<file path="src/rtl/jsv_pkg.sv">
// Shared types, constants and character-class helpers for the JSON syntax validator.
package jsv_pkg;

	localparam int STACK_DEPTH = 32;
	localparam int ADDR_W      = (STACK_DEPTH > 1) ? $clog2(STACK_DEPTH) : 1;
	localparam int DEPTH_W     = 6;
	localparam int CFG_AW      = 3;

	localparam logic [DEPTH_W-1:0] MAX_DEPTH_RST = DEPTH_W'(32);

	localparam logic REG_MAX_DEPTH = 1'b0;

	typedef enum logic [1:0] {
		ST_PENDING = 2'd0,
		ST_ACCEPT  = 2'd1,
		ST_REJECT  = 2'd2
	} status_t;

	typedef enum logic [4:0] {
		M_VALUE     = 5'd0,
		M_ARR_FIRST = 5'd1,
		M_OBJ_FIRST = 5'd2,
		M_KEY       = 5'd3,
		M_COLON     = 5'd4,
		M_AFTER     = 5'd5,
		M_VSTR      = 5'd6,
		M_VESC      = 5'd7,
		M_VHEX      = 5'd8,
		M_KSTR      = 5'd9,
		M_KESC      = 5'd10,
		M_KHEX      = 5'd11,
		M_LIT       = 5'd12,
		M_NMINUS    = 5'd13,
		M_NZERO     = 5'd14,
		M_NINT      = 5'd15,
		M_NDOT      = 5'd16,
		M_NFRAC     = 5'd17,
		M_NE        = 5'd18,
		M_NESIGN    = 5'd19,
		M_NEXP      = 5'd20
	} mode_t;

	typedef enum logic [1:0] {
		LIT_TRUE  = 2'd0,
		LIT_FALSE = 2'd1,
		LIT_NULL  = 2'd2
	} lit_kind_t;

	typedef struct packed {
		status_t             status;
		logic [DEPTH_W-1:0]  level;
	} result_t;

	function automatic logic is_ws(input logic [7:0] b);
		return (b == 8'h20) || (b == 8'h09) || (b == 8'h0D) || (b == 8'h0A);
	endfunction

	function automatic logic is_digit(input logic [7:0] b);
		return (b >= 8'h30) && (b <= 8'h39);
	endfunction

	function automatic logic is_hex(input logic [7:0] b);
		return is_digit(b) || ((b >= 8'h61) && (b <= 8'h66)) ||
			((b >= 8'h41) && (b <= 8'h46));
	endfunction

	function automatic logic [2:0] lit_len(input logic [1:0] kind);
		logic [2:0] n;
		n = 3'd4;
		if (kind == LIT_FALSE) n = 3'd5;
		return n;
	endfunction

	function automatic logic [7:0] lit_char(input logic [1:0] kind, input logic [2:0] pos);
		logic [7:0] c;
		c = 8'h00;
		case (kind)
			LIT_TRUE: begin
				case (pos)
					3'd0: c = "t";
					3'd1: c = "r";
					3'd2: c = "u";
					3'd3: c = "e";
					default: c = 8'h00;
				endcase
			end
			LIT_FALSE: begin
				case (pos)
					3'd0: c = "f";
					3'd1: c = "a";
					3'd2: c = "l";
					3'd3: c = "s";
					3'd4: c = "e";
					default: c = 8'h00;
				endcase
			end
			LIT_NULL: begin
				case (pos)
					3'd0: c = "n";
					3'd1: c = "u";
					3'd2: c = "l";
					3'd3: c = "l";
					default: c = 8'h00;
				endcase
			end
			default: c = 8'h00;
		endcase
		return c;
	endfunction

endpackage

</file>
<file path="src/rtl/jsv_if.sv">
// Valid/ready channel interfaces for document bytes and per-byte verdicts.
interface jsv_byte_if;
	import jsv_pkg::*;
	logic       valid;
	logic       ready;
	logic [7:0] data_byte;
	logic       last_byte;

	modport source(output valid, output data_byte, output last_byte, input ready);
	modport sink(input valid, input data_byte, input last_byte, output ready);
endinterface

interface jsv_verdict_if;
	import jsv_pkg::*;
	logic               valid;
	logic               ready;
	logic [1:0]         status;
	logic [DEPTH_W-1:0] nesting_level;

	modport source(output valid, output status, output nesting_level, input ready);
	modport sink(input valid, input status, input nesting_level, output ready);
endinterface

</file>
<file path="src/rtl/json_syntax_validator_top.sv">
// JSON syntax validator: byte-wise parser FSM with a container stack held in a RAM.
//
//  channel   dir  handshake        payload
//  doc       in   valid/ready      data_byte[7:0], last_byte
//  verdict   out  valid/ready      status[1:0], nesting_level[5:0]
//  apb       cfg  psel/penable     paddr[2:0], pwdata/prdata[31:0]; max_depth at 0x0
//
// One byte per cycle while the result queue has room. Each byte is parsed in
// the cycle it is taken; the stack RAM read for the entry below the top is
// issued from the next depth and registered, so a pop finds its new top ready.
// A two-entry result queue keeps bytes flowing while the verdict side stalls;
// doc.ready drops only when both entries are full. arst_n clears the parser,
// the queue and max_depth (to 32); no RAM clearing pass is needed.
module json_syntax_validator_top import jsv_pkg::*; (
	input  logic                clk,
	input  logic                arst_n,
	jsv_byte_if.sink            doc,
	jsv_verdict_if.source       verdict,
	input  logic                psel,
	input  logic                penable,
	input  logic                pwrite,
	input  logic [CFG_AW-1:0]   paddr,
	input  logic [31:0]         pwdata,
	output logic [31:0]         prdata,
	output logic                pready
);

	// configuration
	logic [DEPTH_W-1:0] max_depth_q;
	logic [DEPTH_W-1:0] limit;

	assign pready = 1'b1;

	always_ff @(posedge clk or negedge arst_n) begin
		if (!arst_n) begin
			max_depth_q <= MAX_DEPTH_RST;
		end else if (psel && penable && pwrite && (paddr[2] == REG_MAX_DEPTH)) begin
			max_depth_q <= pwdata[DEPTH_W-1:0];
		end
	end

	always_comb begin
		unique case (paddr[2])
			REG_MAX_DEPTH: prdata = {{(32-DEPTH_W){1'b0}}, max_depth_q};
			default:       prdata = 32'd0;
		endcase
	end

	assign limit = (max_depth_q < DEPTH_W'(STACK_DEPTH)) ? max_depth_q : DEPTH_W'(STACK_DEPTH);

	// parser state
	mode_t              mode_q, mode_n;
	logic [DEPTH_W-1:0] depth_q, depth_n;
	logic [2:0]         lpos_q, lpos_n;
	logic [2:0]         hex_q, hex_n;
	logic [1:0]         lkind_q, lkind_n;
	logic               rej_q, rej_n;
	logic               top_q, top_n;

	// stack RAM: one bit per level, 1 object / 0 array
	logic               stack_mem [STACK_DEPTH];
	logic               below_q;
	logic               mem_we;
	logic [ADDR_W-1:0]  mem_wa;
	logic               mem_wd;
	logic [ADDR_W-1:0]  mem_ra;

	logic               acc;
	result_t            res;

	// result queue
	result_t            slot0_q, slot1_q;
	logic [1:0]         cnt_q;
	logic               pop;

	assign acc = doc.valid && doc.ready;
	assign doc.ready = (cnt_q != 2'd2);
	assign pop = (cnt_q != 2'd0) && verdict.ready;

	always_comb begin
		logic [7:0]         b;
		logic               ok;
		logic               sv;
		logic               av;
		logic               done;
		mode_t              m_c;
		logic [DEPTH_W-1:0] d_c;
		logic [2:0]         lp_c;
		logic [2:0]         hx_c;
		logic [1:0]         lk_c;
		logic               t_c;
		logic               we_c;

		b    = doc.data_byte;
		ok   = 1'b1;
		sv   = 1'b0;
		av   = 1'b0;
		done = 1'b0;
		m_c  = mode_q;
		d_c  = depth_q;
		lp_c = lpos_q;
		hx_c = hex_q;
		lk_c = lkind_q;
		t_c  = top_q;
		we_c = 1'b0;

		mode_n  = mode_q;
		depth_n = depth_q;
		lpos_n  = lpos_q;
		hex_n   = hex_q;
		lkind_n = lkind_q;
		rej_n   = rej_q;
		top_n   = top_q;
		mem_we  = 1'b0;
		mem_wa  = depth_q[ADDR_W-1:0];
		mem_wd  = 1'b0;

		unique case (mode_q) inside
			M_VALUE: sv = 1'b1;
			M_ARR_FIRST: begin
				if (b == "]") begin
					d_c = depth_q - DEPTH_W'(1);
					t_c = below_q;
					m_c = M_AFTER;
				end else begin
					sv = 1'b1;
				end
			end
			M_OBJ_FIRST: begin
				if (b == "}") begin
					d_c = depth_q - DEPTH_W'(1);
					t_c = below_q;
					m_c = M_AFTER;
				end else if (b == "\"") begin
					m_c = M_KSTR;
				end else begin
					ok = is_ws(b);
				end
			end
			M_KEY: begin
				if (b == "\"") m_c = M_KSTR;
				else ok = is_ws(b);
			end
			M_COLON: begin
				if (b == ":") m_c = M_VALUE;
				else ok = is_ws(b);
			end
			M_AFTER: av = 1'b1;
			M_VSTR, M_KSTR: begin
				if (b == "\"") begin
					m_c = (mode_q == M_VSTR) ? M_AFTER : M_COLON;
				end else if (b < 8'h20) begin
					ok = 1'b0;
				end else if (b == "\\") begin
					m_c = (mode_q == M_VSTR) ? M_VESC : M_KESC;
				end
			end
			M_VESC, M_KESC: begin
				if (b == "u") begin
					hx_c = 3'd0;
					m_c  = (mode_q == M_VESC) ? M_VHEX : M_KHEX;
				end else if (b == "\"" || b == "\\" || b == "/" || b == "b" ||
					b == "f" || b == "n" || b == "r" || b == "t") begin
					m_c = (mode_q == M_VESC) ? M_VSTR : M_KSTR;
				end else begin
					ok = 1'b0;
				end
			end
			M_VHEX, M_KHEX: begin
				if (!is_hex(b)) begin
					ok = 1'b0;
				end else if (hex_q + 3'd1 >= 3'd4) begin
					hx_c = 3'd0;
					m_c  = (mode_q == M_VHEX) ? M_VSTR : M_KSTR;
				end else begin
					hx_c = hex_q + 3'd1;
				end
			end
			M_LIT: begin
				if (lkind_q > LIT_NULL || lpos_q >= lit_len(lkind_q) ||
					b != lit_char(lkind_q, lpos_q)) begin
					ok = 1'b0;
				end else if (lpos_q + 3'd1 == lit_len(lkind_q)) begin
					lp_c = 3'd0;
					m_c  = M_AFTER;
				end else begin
					lp_c = lpos_q + 3'd1;
				end
			end
			M_NMINUS: begin
				if (b == "0") m_c = M_NZERO;
				else if (is_digit(b)) m_c = M_NINT;
				else ok = 1'b0;
			end
			M_NZERO, M_NINT: begin
				if (mode_q == M_NINT && is_digit(b)) m_c = M_NINT;
				else if (b == ".") m_c = M_NDOT;
				else if (b == "e" || b == "E") m_c = M_NE;
				else av = 1'b1;
			end
			M_NDOT: begin
				if (is_digit(b)) m_c = M_NFRAC;
				else ok = 1'b0;
			end
			M_NFRAC: begin
				if (is_digit(b)) m_c = M_NFRAC;
				else if (b == "e" || b == "E") m_c = M_NE;
				else av = 1'b1;
			end
			M_NE: begin
				if (b == "+" || b == "-") m_c = M_NESIGN;
				else if (is_digit(b)) m_c = M_NEXP;
				else ok = 1'b0;
			end
			M_NESIGN: begin
				if (is_digit(b)) m_c = M_NEXP;
				else ok = 1'b0;
			end
			M_NEXP: begin
				if (is_digit(b)) m_c = M_NEXP;
				else av = 1'b1;
			end
			default: ok = 1'b0;
		endcase

		if (sv) begin
			if (is_ws(b)) begin
				m_c = mode_q;
			end else if (b == "\"") begin
				m_c = M_VSTR;
			end else if (b == "{" || b == "[") begin
				if (depth_q >= limit) begin
					ok = 1'b0;
				end else begin
					we_c = 1'b1;
					t_c  = (b == "{");
					d_c  = depth_q + DEPTH_W'(1);
					m_c  = (b == "{") ? M_OBJ_FIRST : M_ARR_FIRST;
				end
			end else if (b == "t" || b == "f" || b == "n") begin
				lk_c = (b == "t") ? LIT_TRUE : ((b == "f") ? LIT_FALSE : LIT_NULL);
				lp_c = 3'd1;
				m_c  = M_LIT;
			end else if (b == "-") begin
				m_c = M_NMINUS;
			end else if (b == "0") begin
				m_c = M_NZERO;
			end else if (is_digit(b)) begin
				m_c = M_NINT;
			end else begin
				ok = 1'b0;
			end
		end

		if (av) begin
			m_c = M_AFTER;
			if (!is_ws(b)) begin
				if (depth_q == '0) begin
					ok = 1'b0;
				end else if (b == ",") begin
					m_c = top_q ? M_KEY : M_VALUE;
				end else if ((top_q && b == "}") || (!top_q && b == "]")) begin
					d_c = depth_q - DEPTH_W'(1);
					t_c = below_q;
				end else begin
					ok = 1'b0;
				end
			end
		end

		if (acc && !rej_q) begin
			if (ok) begin
				mode_n  = m_c;
				depth_n = d_c;
				lpos_n  = lp_c;
				hex_n   = hx_c;
				lkind_n = lk_c;
				top_n   = t_c;
				mem_we  = we_c;
				mem_wd  = t_c;
			end else begin
				rej_n = 1'b1;
			end
		end

		done = (depth_n == '0) && (mode_n == M_AFTER || mode_n == M_NZERO ||
			mode_n == M_NINT || mode_n == M_NFRAC || mode_n == M_NEXP);
		res.level = depth_n;
		if (rej_n) res.status = ST_REJECT;
		else if (doc.last_byte) res.status = done ? ST_ACCEPT : ST_REJECT;
		else res.status = ST_PENDING;

		// end of document: start over
		if (acc && doc.last_byte) begin
			mode_n  = M_VALUE;
			depth_n = '0;
			lpos_n  = 3'd0;
			hex_n   = 3'd0;
			lkind_n = LIT_TRUE;
			rej_n   = 1'b0;
		end

		// prefetch the entry under the next top
		mem_ra = ADDR_W'(depth_n - DEPTH_W'(2));
	end

	always_ff @(posedge clk or negedge arst_n) begin
		if (!arst_n) begin
			mode_q  <= M_VALUE;
			depth_q <= '0;
			lpos_q  <= 3'd0;
			hex_q   <= 3'd0;
			lkind_q <= LIT_TRUE;
			rej_q   <= 1'b0;
			top_q   <= 1'b0;
		end else begin
			mode_q  <= mode_n;
			depth_q <= depth_n;
			lpos_q  <= lpos_n;
			hex_q   <= hex_n;
			lkind_q <= lkind_n;
			rej_q   <= rej_n;
			top_q   <= top_n;
		end
	end

	always_ff @(posedge clk) begin
		if (mem_we) begin
			stack_mem[mem_wa] <= mem_wd;
		end
		below_q <= stack_mem[mem_ra];
	end

	// two-entry result queue
	always_ff @(posedge clk or negedge arst_n) begin
		if (!arst_n) begin
			cnt_q <= 2'd0;
		end else begin
			cnt_q <= cnt_q + 2'(acc) - 2'(pop);
		end
	end

	always_ff @(posedge clk) begin
		if (acc && (cnt_q == 2'd0 || (cnt_q == 2'd1 && pop))) begin
			slot0_q <= res;
		end else if (pop && cnt_q == 2'd2) begin
			slot0_q <= slot1_q;
		end
		if (acc && cnt_q == 2'd1 && !pop) begin
			slot1_q <= res;
		end
	end

	assign verdict.valid         = (cnt_q != 2'd0);
	assign verdict.status        = slot0_q.status;
	assign verdict.nesting_level = slot0_q.level;

endmodule
</file>
<file path="src/flat_wrapper.sv">
// flat-port wrapper written by rule: the top's interface ports become plain ports
module json_syntax_validator_top_flat import jsv_pkg::*;
  (clk, arst_n, psel, penable, pwrite, paddr, pwdata, prdata, pready, doc_valid, doc_data_byte, doc_last_byte, doc_ready, verdict_valid, verdict_status, verdict_nesting_level, verdict_ready);
  jsv_byte_if doc_i ();
  jsv_verdict_if verdict_i ();
  input  logic clk;
  input  logic arst_n;
  input  logic psel;
  input  logic penable;
  input  logic pwrite;
  input  logic [CFG_AW-1:0] paddr;
  input  logic [31:0] pwdata;
  output logic [31:0] prdata;
  output logic pready;
  input wire logic [$bits(doc_i.valid)-1:0] doc_valid;
  input wire logic [$bits(doc_i.data_byte)-1:0] doc_data_byte;
  input wire logic [$bits(doc_i.last_byte)-1:0] doc_last_byte;
  output wire logic [$bits(doc_i.ready)-1:0] doc_ready;
  output wire logic [$bits(verdict_i.valid)-1:0] verdict_valid;
  output wire logic [$bits(verdict_i.status)-1:0] verdict_status;
  output wire logic [$bits(verdict_i.nesting_level)-1:0] verdict_nesting_level;
  input wire logic [$bits(verdict_i.ready)-1:0] verdict_ready;
  assign doc_i.valid = doc_valid;
  assign doc_i.data_byte = doc_data_byte;
  assign doc_i.last_byte = doc_last_byte;
  assign doc_ready = doc_i.ready;
  assign verdict_valid = verdict_i.valid;
  assign verdict_status = verdict_i.status;
  assign verdict_nesting_level = verdict_i.nesting_level;
  assign verdict_i.ready = verdict_ready;
  json_syntax_validator_top u_core (.clk(clk), .arst_n(arst_n), .doc(doc_i), .verdict(verdict_i), .psel(psel), .penable(penable), .pwrite(pwrite), .paddr(paddr), .pwdata(pwdata), .prdata(prdata), .pready(pready));
endmodule
</file>
<file path="config.mk">
export PLATFORM = sky130hd
export DESIGN_NAME = json_syntax_validator_top_flat
export DESIGN_NICKNAME = d
export VERILOG_FILES = /design/src/rtl/jsv_pkg.sv /design/src/rtl/jsv_if.sv /design/src/rtl/json_syntax_validator_top.sv /design/src/flat_wrapper.sv
export SDC_FILE = /design/constraint.sdc
export NUM_CORES = 1
export LEC_CHECK = 0
export ABC_AREA = 1
export ABC_CLOCK_PERIOD_IN_PS = 6500
export BUFFER_PORTS_ARGS = -buffer_cell sky130_fd_sc_hd__buf_2
export CORE_AREA = 5 5 135 137
export CTS_BUF_LIST = sky130_fd_sc_hd__clkbuf_4
export CTS_CLUSTER_SIZE = 8
export DETAILED_ROUTE_END_ITERATION = 8
export DIE_AREA = 0 0 140 142
export GPL_ROUTABILITY_DRIVEN = 0
export GPL_TIMING_DRIVEN = 0
export HOLD_SLACK_MARGIN = 0.06
export SETUP_SLACK_MARGIN = 0.15
export SYNTH_ARGS = -nofsm -noshare
export SYNTH_HDL_FRONTEND = slang
export SYNTH_SLANG_ARGS = --single-unit
</file>
<file path="constraint.sdc">
create_clock -name clk -period 6.5 [get_ports clk]
set_input_delay 0.975 -clock clk [delete_from_list [all_inputs] [get_ports clk]]
set_output_delay 0.975 -clock clk [all_outputs]
set_load 0.03 [all_outputs]
</file>
Word-level counts from Yosys, hierarchy flattened
Memory sizes are Yosys's and may differ from the RTL's. A register that Yosys moved wholly into a read port is not among the register bits.
Cells that the tools add are included.
- mux-type cells: 168
- equality and inequality tests: 66
- reduce and logical (&&, ||, !) cells: 72
- bitwise logic cells: 1
- $lt $le $gt $ge: 12
- add/subtract/negate cells: 7
- operators with widths (kind ; number):
    5-bit two-way mux ; 38
    8-bit by 7-bit == test with 1-bit output, second input constant ; 13
    6-bit two-way mux ; 17
    8-bit by 6-bit == test with 1-bit output, second input constant ; 9
    5-bit case mux with 14 select lines ; 1
    1-bit two-way mux ; 60
    3-bit two-way mux ; 20
    5-bit by 4-bit == test with 1-bit output, second input constant ; 10
    5-bit == test, second input constant ; 7
    7-bit case mux with 5 select lines ; 1
    2-bit two-way mux ; 16
    7-bit case mux with 4 select lines ; 1
    5-bit by 3-bit == test with 1-bit output, second input constant ; 5
    1-bit logical OR ; 25
    8-bit by 4-bit == test with 1-bit output, second input constant ; 3
    8-bit two-way mux ; 3
    8-bit case mux with 3 select lines ; 1
    7-bit case mux with 3 select lines ; 1
    1-bit logical AND ; 19
    8-bit by 7-bit >= comparator with 1-bit output, second input constant ; 2
    8-bit by 7-bit less-or-equal comparator with 1-bit output, second input constant ; 2
    2-bit OR reduction ; 7
    6-bit zero test ; 2
    4-bit two-way mux ; 3
    other kinds (41) ; 60
- bits in writable memories: 32
- bits in registers: 45
- output and inout port bits: 43
- memories kept: 1
- bits of input ports: 51
- memories (name ; depth ; width ; rd ports ; clocked after memory_dff ; wr ports ; line ; text):
    u_core.stack_mem ; 32 ; 1 ; 1 ; 1 ; 1 ; json_syntax_validator_top.sv:61 ; logic stack_mem [STACK_DEPTH];

Logic depth before layout (Yosys ltp)
- depth after elaboration: 36
- depth in mapped cells: 28

Worst setup path after synthesis
No wires, ideal clock.
- path type: input-to-reg
- start: in doc_data_byte[2]
- end: reg u_core.below_q, read port of u_core.stack_mem
- path slack: 2.890 ns
- cell stages on the path: 24
- data arrival time: 3.497 ns
- library setup time: 0.113 ns
- cell sequence: buf_4 -> nand2_2 -> nor2_2 -> nand2_1 -> nand3_2 -> nand2_4 -> inv_2 -> nor2_4 -> nand2_2 -> buf_6 -> o211ai_2 -> o211ai_2 -> nand2_2 -> inv_2 -> nor2_4 -> inv_2 -> ha_1 -> clkbuf_1 -> inv_1 -> nand3_1 -> nand3_1 -> nand3_1 -> nand3_1 -> nand2_1
- RTL lines (item ; line ; text):
    from (decl) ; flat_wrapper.sv:16 ; input wire logic [$bits(doc_i.data_byte)-1:0] doc_data_byte;
    to (decl) ; json_syntax_validator_top.sv:62 ; logic below_q;

==> results.cfg <==
[clocking]
cts.sinks = 78
tritoncts = built
post_cts_resized = 0
postCtsSetupRepairBufs = 0
clk_pin_slew_ns = 0.11
cts_max_level = 3
clock_path_buffers = 2
holdBufCountCts = 0
clk_latency_ns = 0.44
ctsRootBufferMaster = clkbuf_4
cts_made_buffers = 9

[grt]
grt_antenna_before_repair = 1
grt_pass1_vias = 5693
grt_overflow = 0
grt.total_usage_pct = 17.7
grt_max_degree = 33
grt_pass1_wl_mm = 28.9

[pwr]
finalPower_mw = 2.22
p_sw_share_pct = 48.7
peakVddDrop_mv = 0.148
leakage_nw = 3.67
pwr-share-seq_pct = 30.8
comb_power_share_pct = 56.0
p_clk_share_pct = 13.2
power.switching_mw = 1.08
p_int_mw = 1.14
power_density_mw_per_mm2 = 306

[die]
core_area_mm2 = 0.0169
initial_core_util_pct = 38.8
dieWidth_um = 140
rows = 48
die_h_um = 142
dieArea_mm2 = 0.0199
io_pins = 94

[timing]
setup-tns-final_ns = 0
setup_viol = 0
min_period_ns = 4.16
slew_headroom_pct = 35.7
whs_ns = 0.505
hold_viol = 0
slew_viol_final = 0
final.period_utilization_pct = 64.0
fin_ws_ns = 2.34
fmax_mhz = 240
tightest_slew_ns = 0.955
finClkSkew_ns = 0.0128
rsz0062_at_grt = no

[critical_path]
crit_family = simple AND/OR/NAND/NOR gates
cp_cell_sequence = inv_1, ha_1, a21oi_1, o21a_1, nand3_1, nor2_1, nand2_2, buf_6, o211ai_2, o211ai_2, nand2_2, inv_2, nor2_4, inv_2, ha_1, clkbuf_1, inv_1, o21ai_0, nand3_1, nand3_1, nand3_1, nand2_1
cp-start-kind = register
path_buf_inv = 6
slowest_delay_ns = 0.54
path_max_fanout = 10
critPathMostFrequentCell = nand3_1
arrival_ns = 4.54
cp.required_ns = 6.88
worstSetupPathType = reg -> reg
cp_slowest_cell = dfstp_2
end_kind = register

[synthesis]
syn_inst = 966
synth_top_area_share_pct = 22.0
ys_seq_area_share_pct = 33.3
synth_top_cell_by_area = edfxtp_1
postSynthAreaPerCell_um2 = 6.79
syn_area_mm2 = 0.00656
ys_async_sr_fraction_pct = 37.2
yosys_warnings = 0
synth-seq-cells = 78
yosysMostFrequentCell = nand2_1
synthFlopType = edfxtp_1
synth.distinct_cells = 49
synth-edff-count = 48
synth.area.top_cells = edfxtp_1 22%, nand2_1 15%, dfrtp_1 11%
synth_common_cells = 271 x nand2_1, 146 x nor2_1, 95 x inv_1

[routing]
wl_met2_mm = 7.55
wl_met3_mm = 1.03
wl_met1_mm = 8.66
vias_per_cell = 4.88
wl_per_cell_um = 13.7
drtIter0Drc = 451
ant_nets = 0
highest_layer = met4
dr.pass1.iters = 5
vias = 6182
drc = 0
wirelength_mm = 17.4

[outcome]
outcome = complete, no violations

[placed_design]
placed_cell_area_mm2 = 0.00712
dp_slack_ns = 2.03
io_buffers = 35
dpl.hpwl_mm = 13.5

[layout]
syn_to_final_growth_pct = 10.6
post-route-cell-area_mm2 = 0.00726
drive_gt1_share_pct = 17.1
nets = 1108

[flow_run]
maxCapViolCount = 0

[min_path]
min_path_type = reg -> reg
==> area by class of cell <==
type	count	area, µm²
Fill cell	1791	9680
Sequential cell	78	2190
Antenna cell	1	2.50
Clock buffer	12	90.1
Multi-Input combinational cell	748	3700
Inverter	122	459
Clock inverter	4	47.5
Tap cell	225	282
Buffer	43	318
Timing Repair Buffer	35	175
==> sequential cells by signal, summed over array words and instances, names as in the netlist <==
name / count
u_core.top_q: 1
u_core.verdict.nesting_level: 6
u_core.verdict.status: 2
u_core.stack_mem: 32
u_core.lpos_q: 3
u_core.hex_q: 3
u_core.mode_q: 5
u_core.slot1_q: 8
u_core.below_q: 1
u_core.lkind_q: 2
u_core.depth_q: 6
u_core.rej_q: 1
u_core.max_depth_q: 6
u_core.cnt_q: 2
==> placed cells by master, fill, tap and decap left out, drive strengths merged, types with 11 or more instances in the layout <==
| cell | n |
|---|---|
| o21ai | 44 |
| ha | 20 |
| nand2 | 293 |
| edfxtp | 48 |
| clkbuf | 17 |
| buf | 73 |
| a21oi | 32 |
| nor2 | 168 |
| conb | 27 |
| inv | 119 |
| nand4 | 15 |
| nand3 | 91 |
| dfrtp | 28 |
| nor3 | 12 |
| o211ai | 11 |
==> per-stage QoR <==
stage | utilization (%) | instances
final | 42.9 | 1268
after global routing | 42.9 | 1268
after detailed placement | 42.0 | 1251
after floorplan | - | 991
after CTS | 42.9 | 1267
after global placement | 42.0 | 1251
==> worst register-to-register path, stage by stage, from the launching register on <==
cell      delay (ns)
dfstp_2         0.54
inv_1           0.12
ha_1            0.32
a21oi_1         0.16
o21a_1          0.14
nand3_1         0.16
nor2_1          0.24
nand2_2         0.11
buf_6           0.16
o211ai_2        0.15
o211ai_2        0.10
nand2_2         0.13
inv_2           0.06
nor2_4          0.18
inv_2           0.11
ha_1            0.29
clkbuf_1        0.36
inv_1           0.27
o21ai_0         0.16
nand3_1         0.09
nand3_1         0.08
nand3_1         0.08
nand2_1         0.09
==> cell families (layout without fill, tap and decap cells) <==
group	Yosys count	count (layout)	share of synthesized area, %
simple gates	587	587	40.2
buf+inv	165	216	11.8
compound gates	104	104	9.32
flops	78	78	33.3
fa+ha+maj	20	20	3.81
xor+xnor	10	10	1.33
other cells	2	28	0.114
==> metal layers <==
metal,up-vias,track usage [%]
met3,12,2.92
met1,2776,26.3
li1,3207,-
met4,0,3.16
met2,187,27.4
met5,-,0
==> path summary, 6_finish.rpt <==
check / start / endpoint / slack (ns) / depth (start not counted)
setup / recovery: u_core.max_depth_q[5] / u_core.below_q / 2.34 / 22
hold / removal: u_core.hex_q[1] / u_core.hex_q[1] / 0.50 / 2
setup reg to reg: u_core.max_depth_q[5] / u_core.below_q / 2.34 / 22
hold reg to reg: u_core.hex_q[1] / u_core.hex_q[1] / 0.50 / 2
max in group asynchronous: arst_n / u_core.depth_q[4] / 5.47 / 1
min in group asynchronous: arst_n / u_core.depth_q[2] / 0.57 / 1
==> power groups by stage <==
stage | Combinational (mW) | Clock (mW) | Sequential [mW]
after floorplan | 0.921 | 0 | 0.713
after global placement | 1.23 | 0 | 0.693
after detailed placement | 1.23 | 0 | 0.695
after CTS | 1.24 | 0.307 | 0.683
after global routing | 1.41 | 0.326 | 0.698
final | 1.25 | 0.293 | 0.684
(Power assumes the default switching activity.)
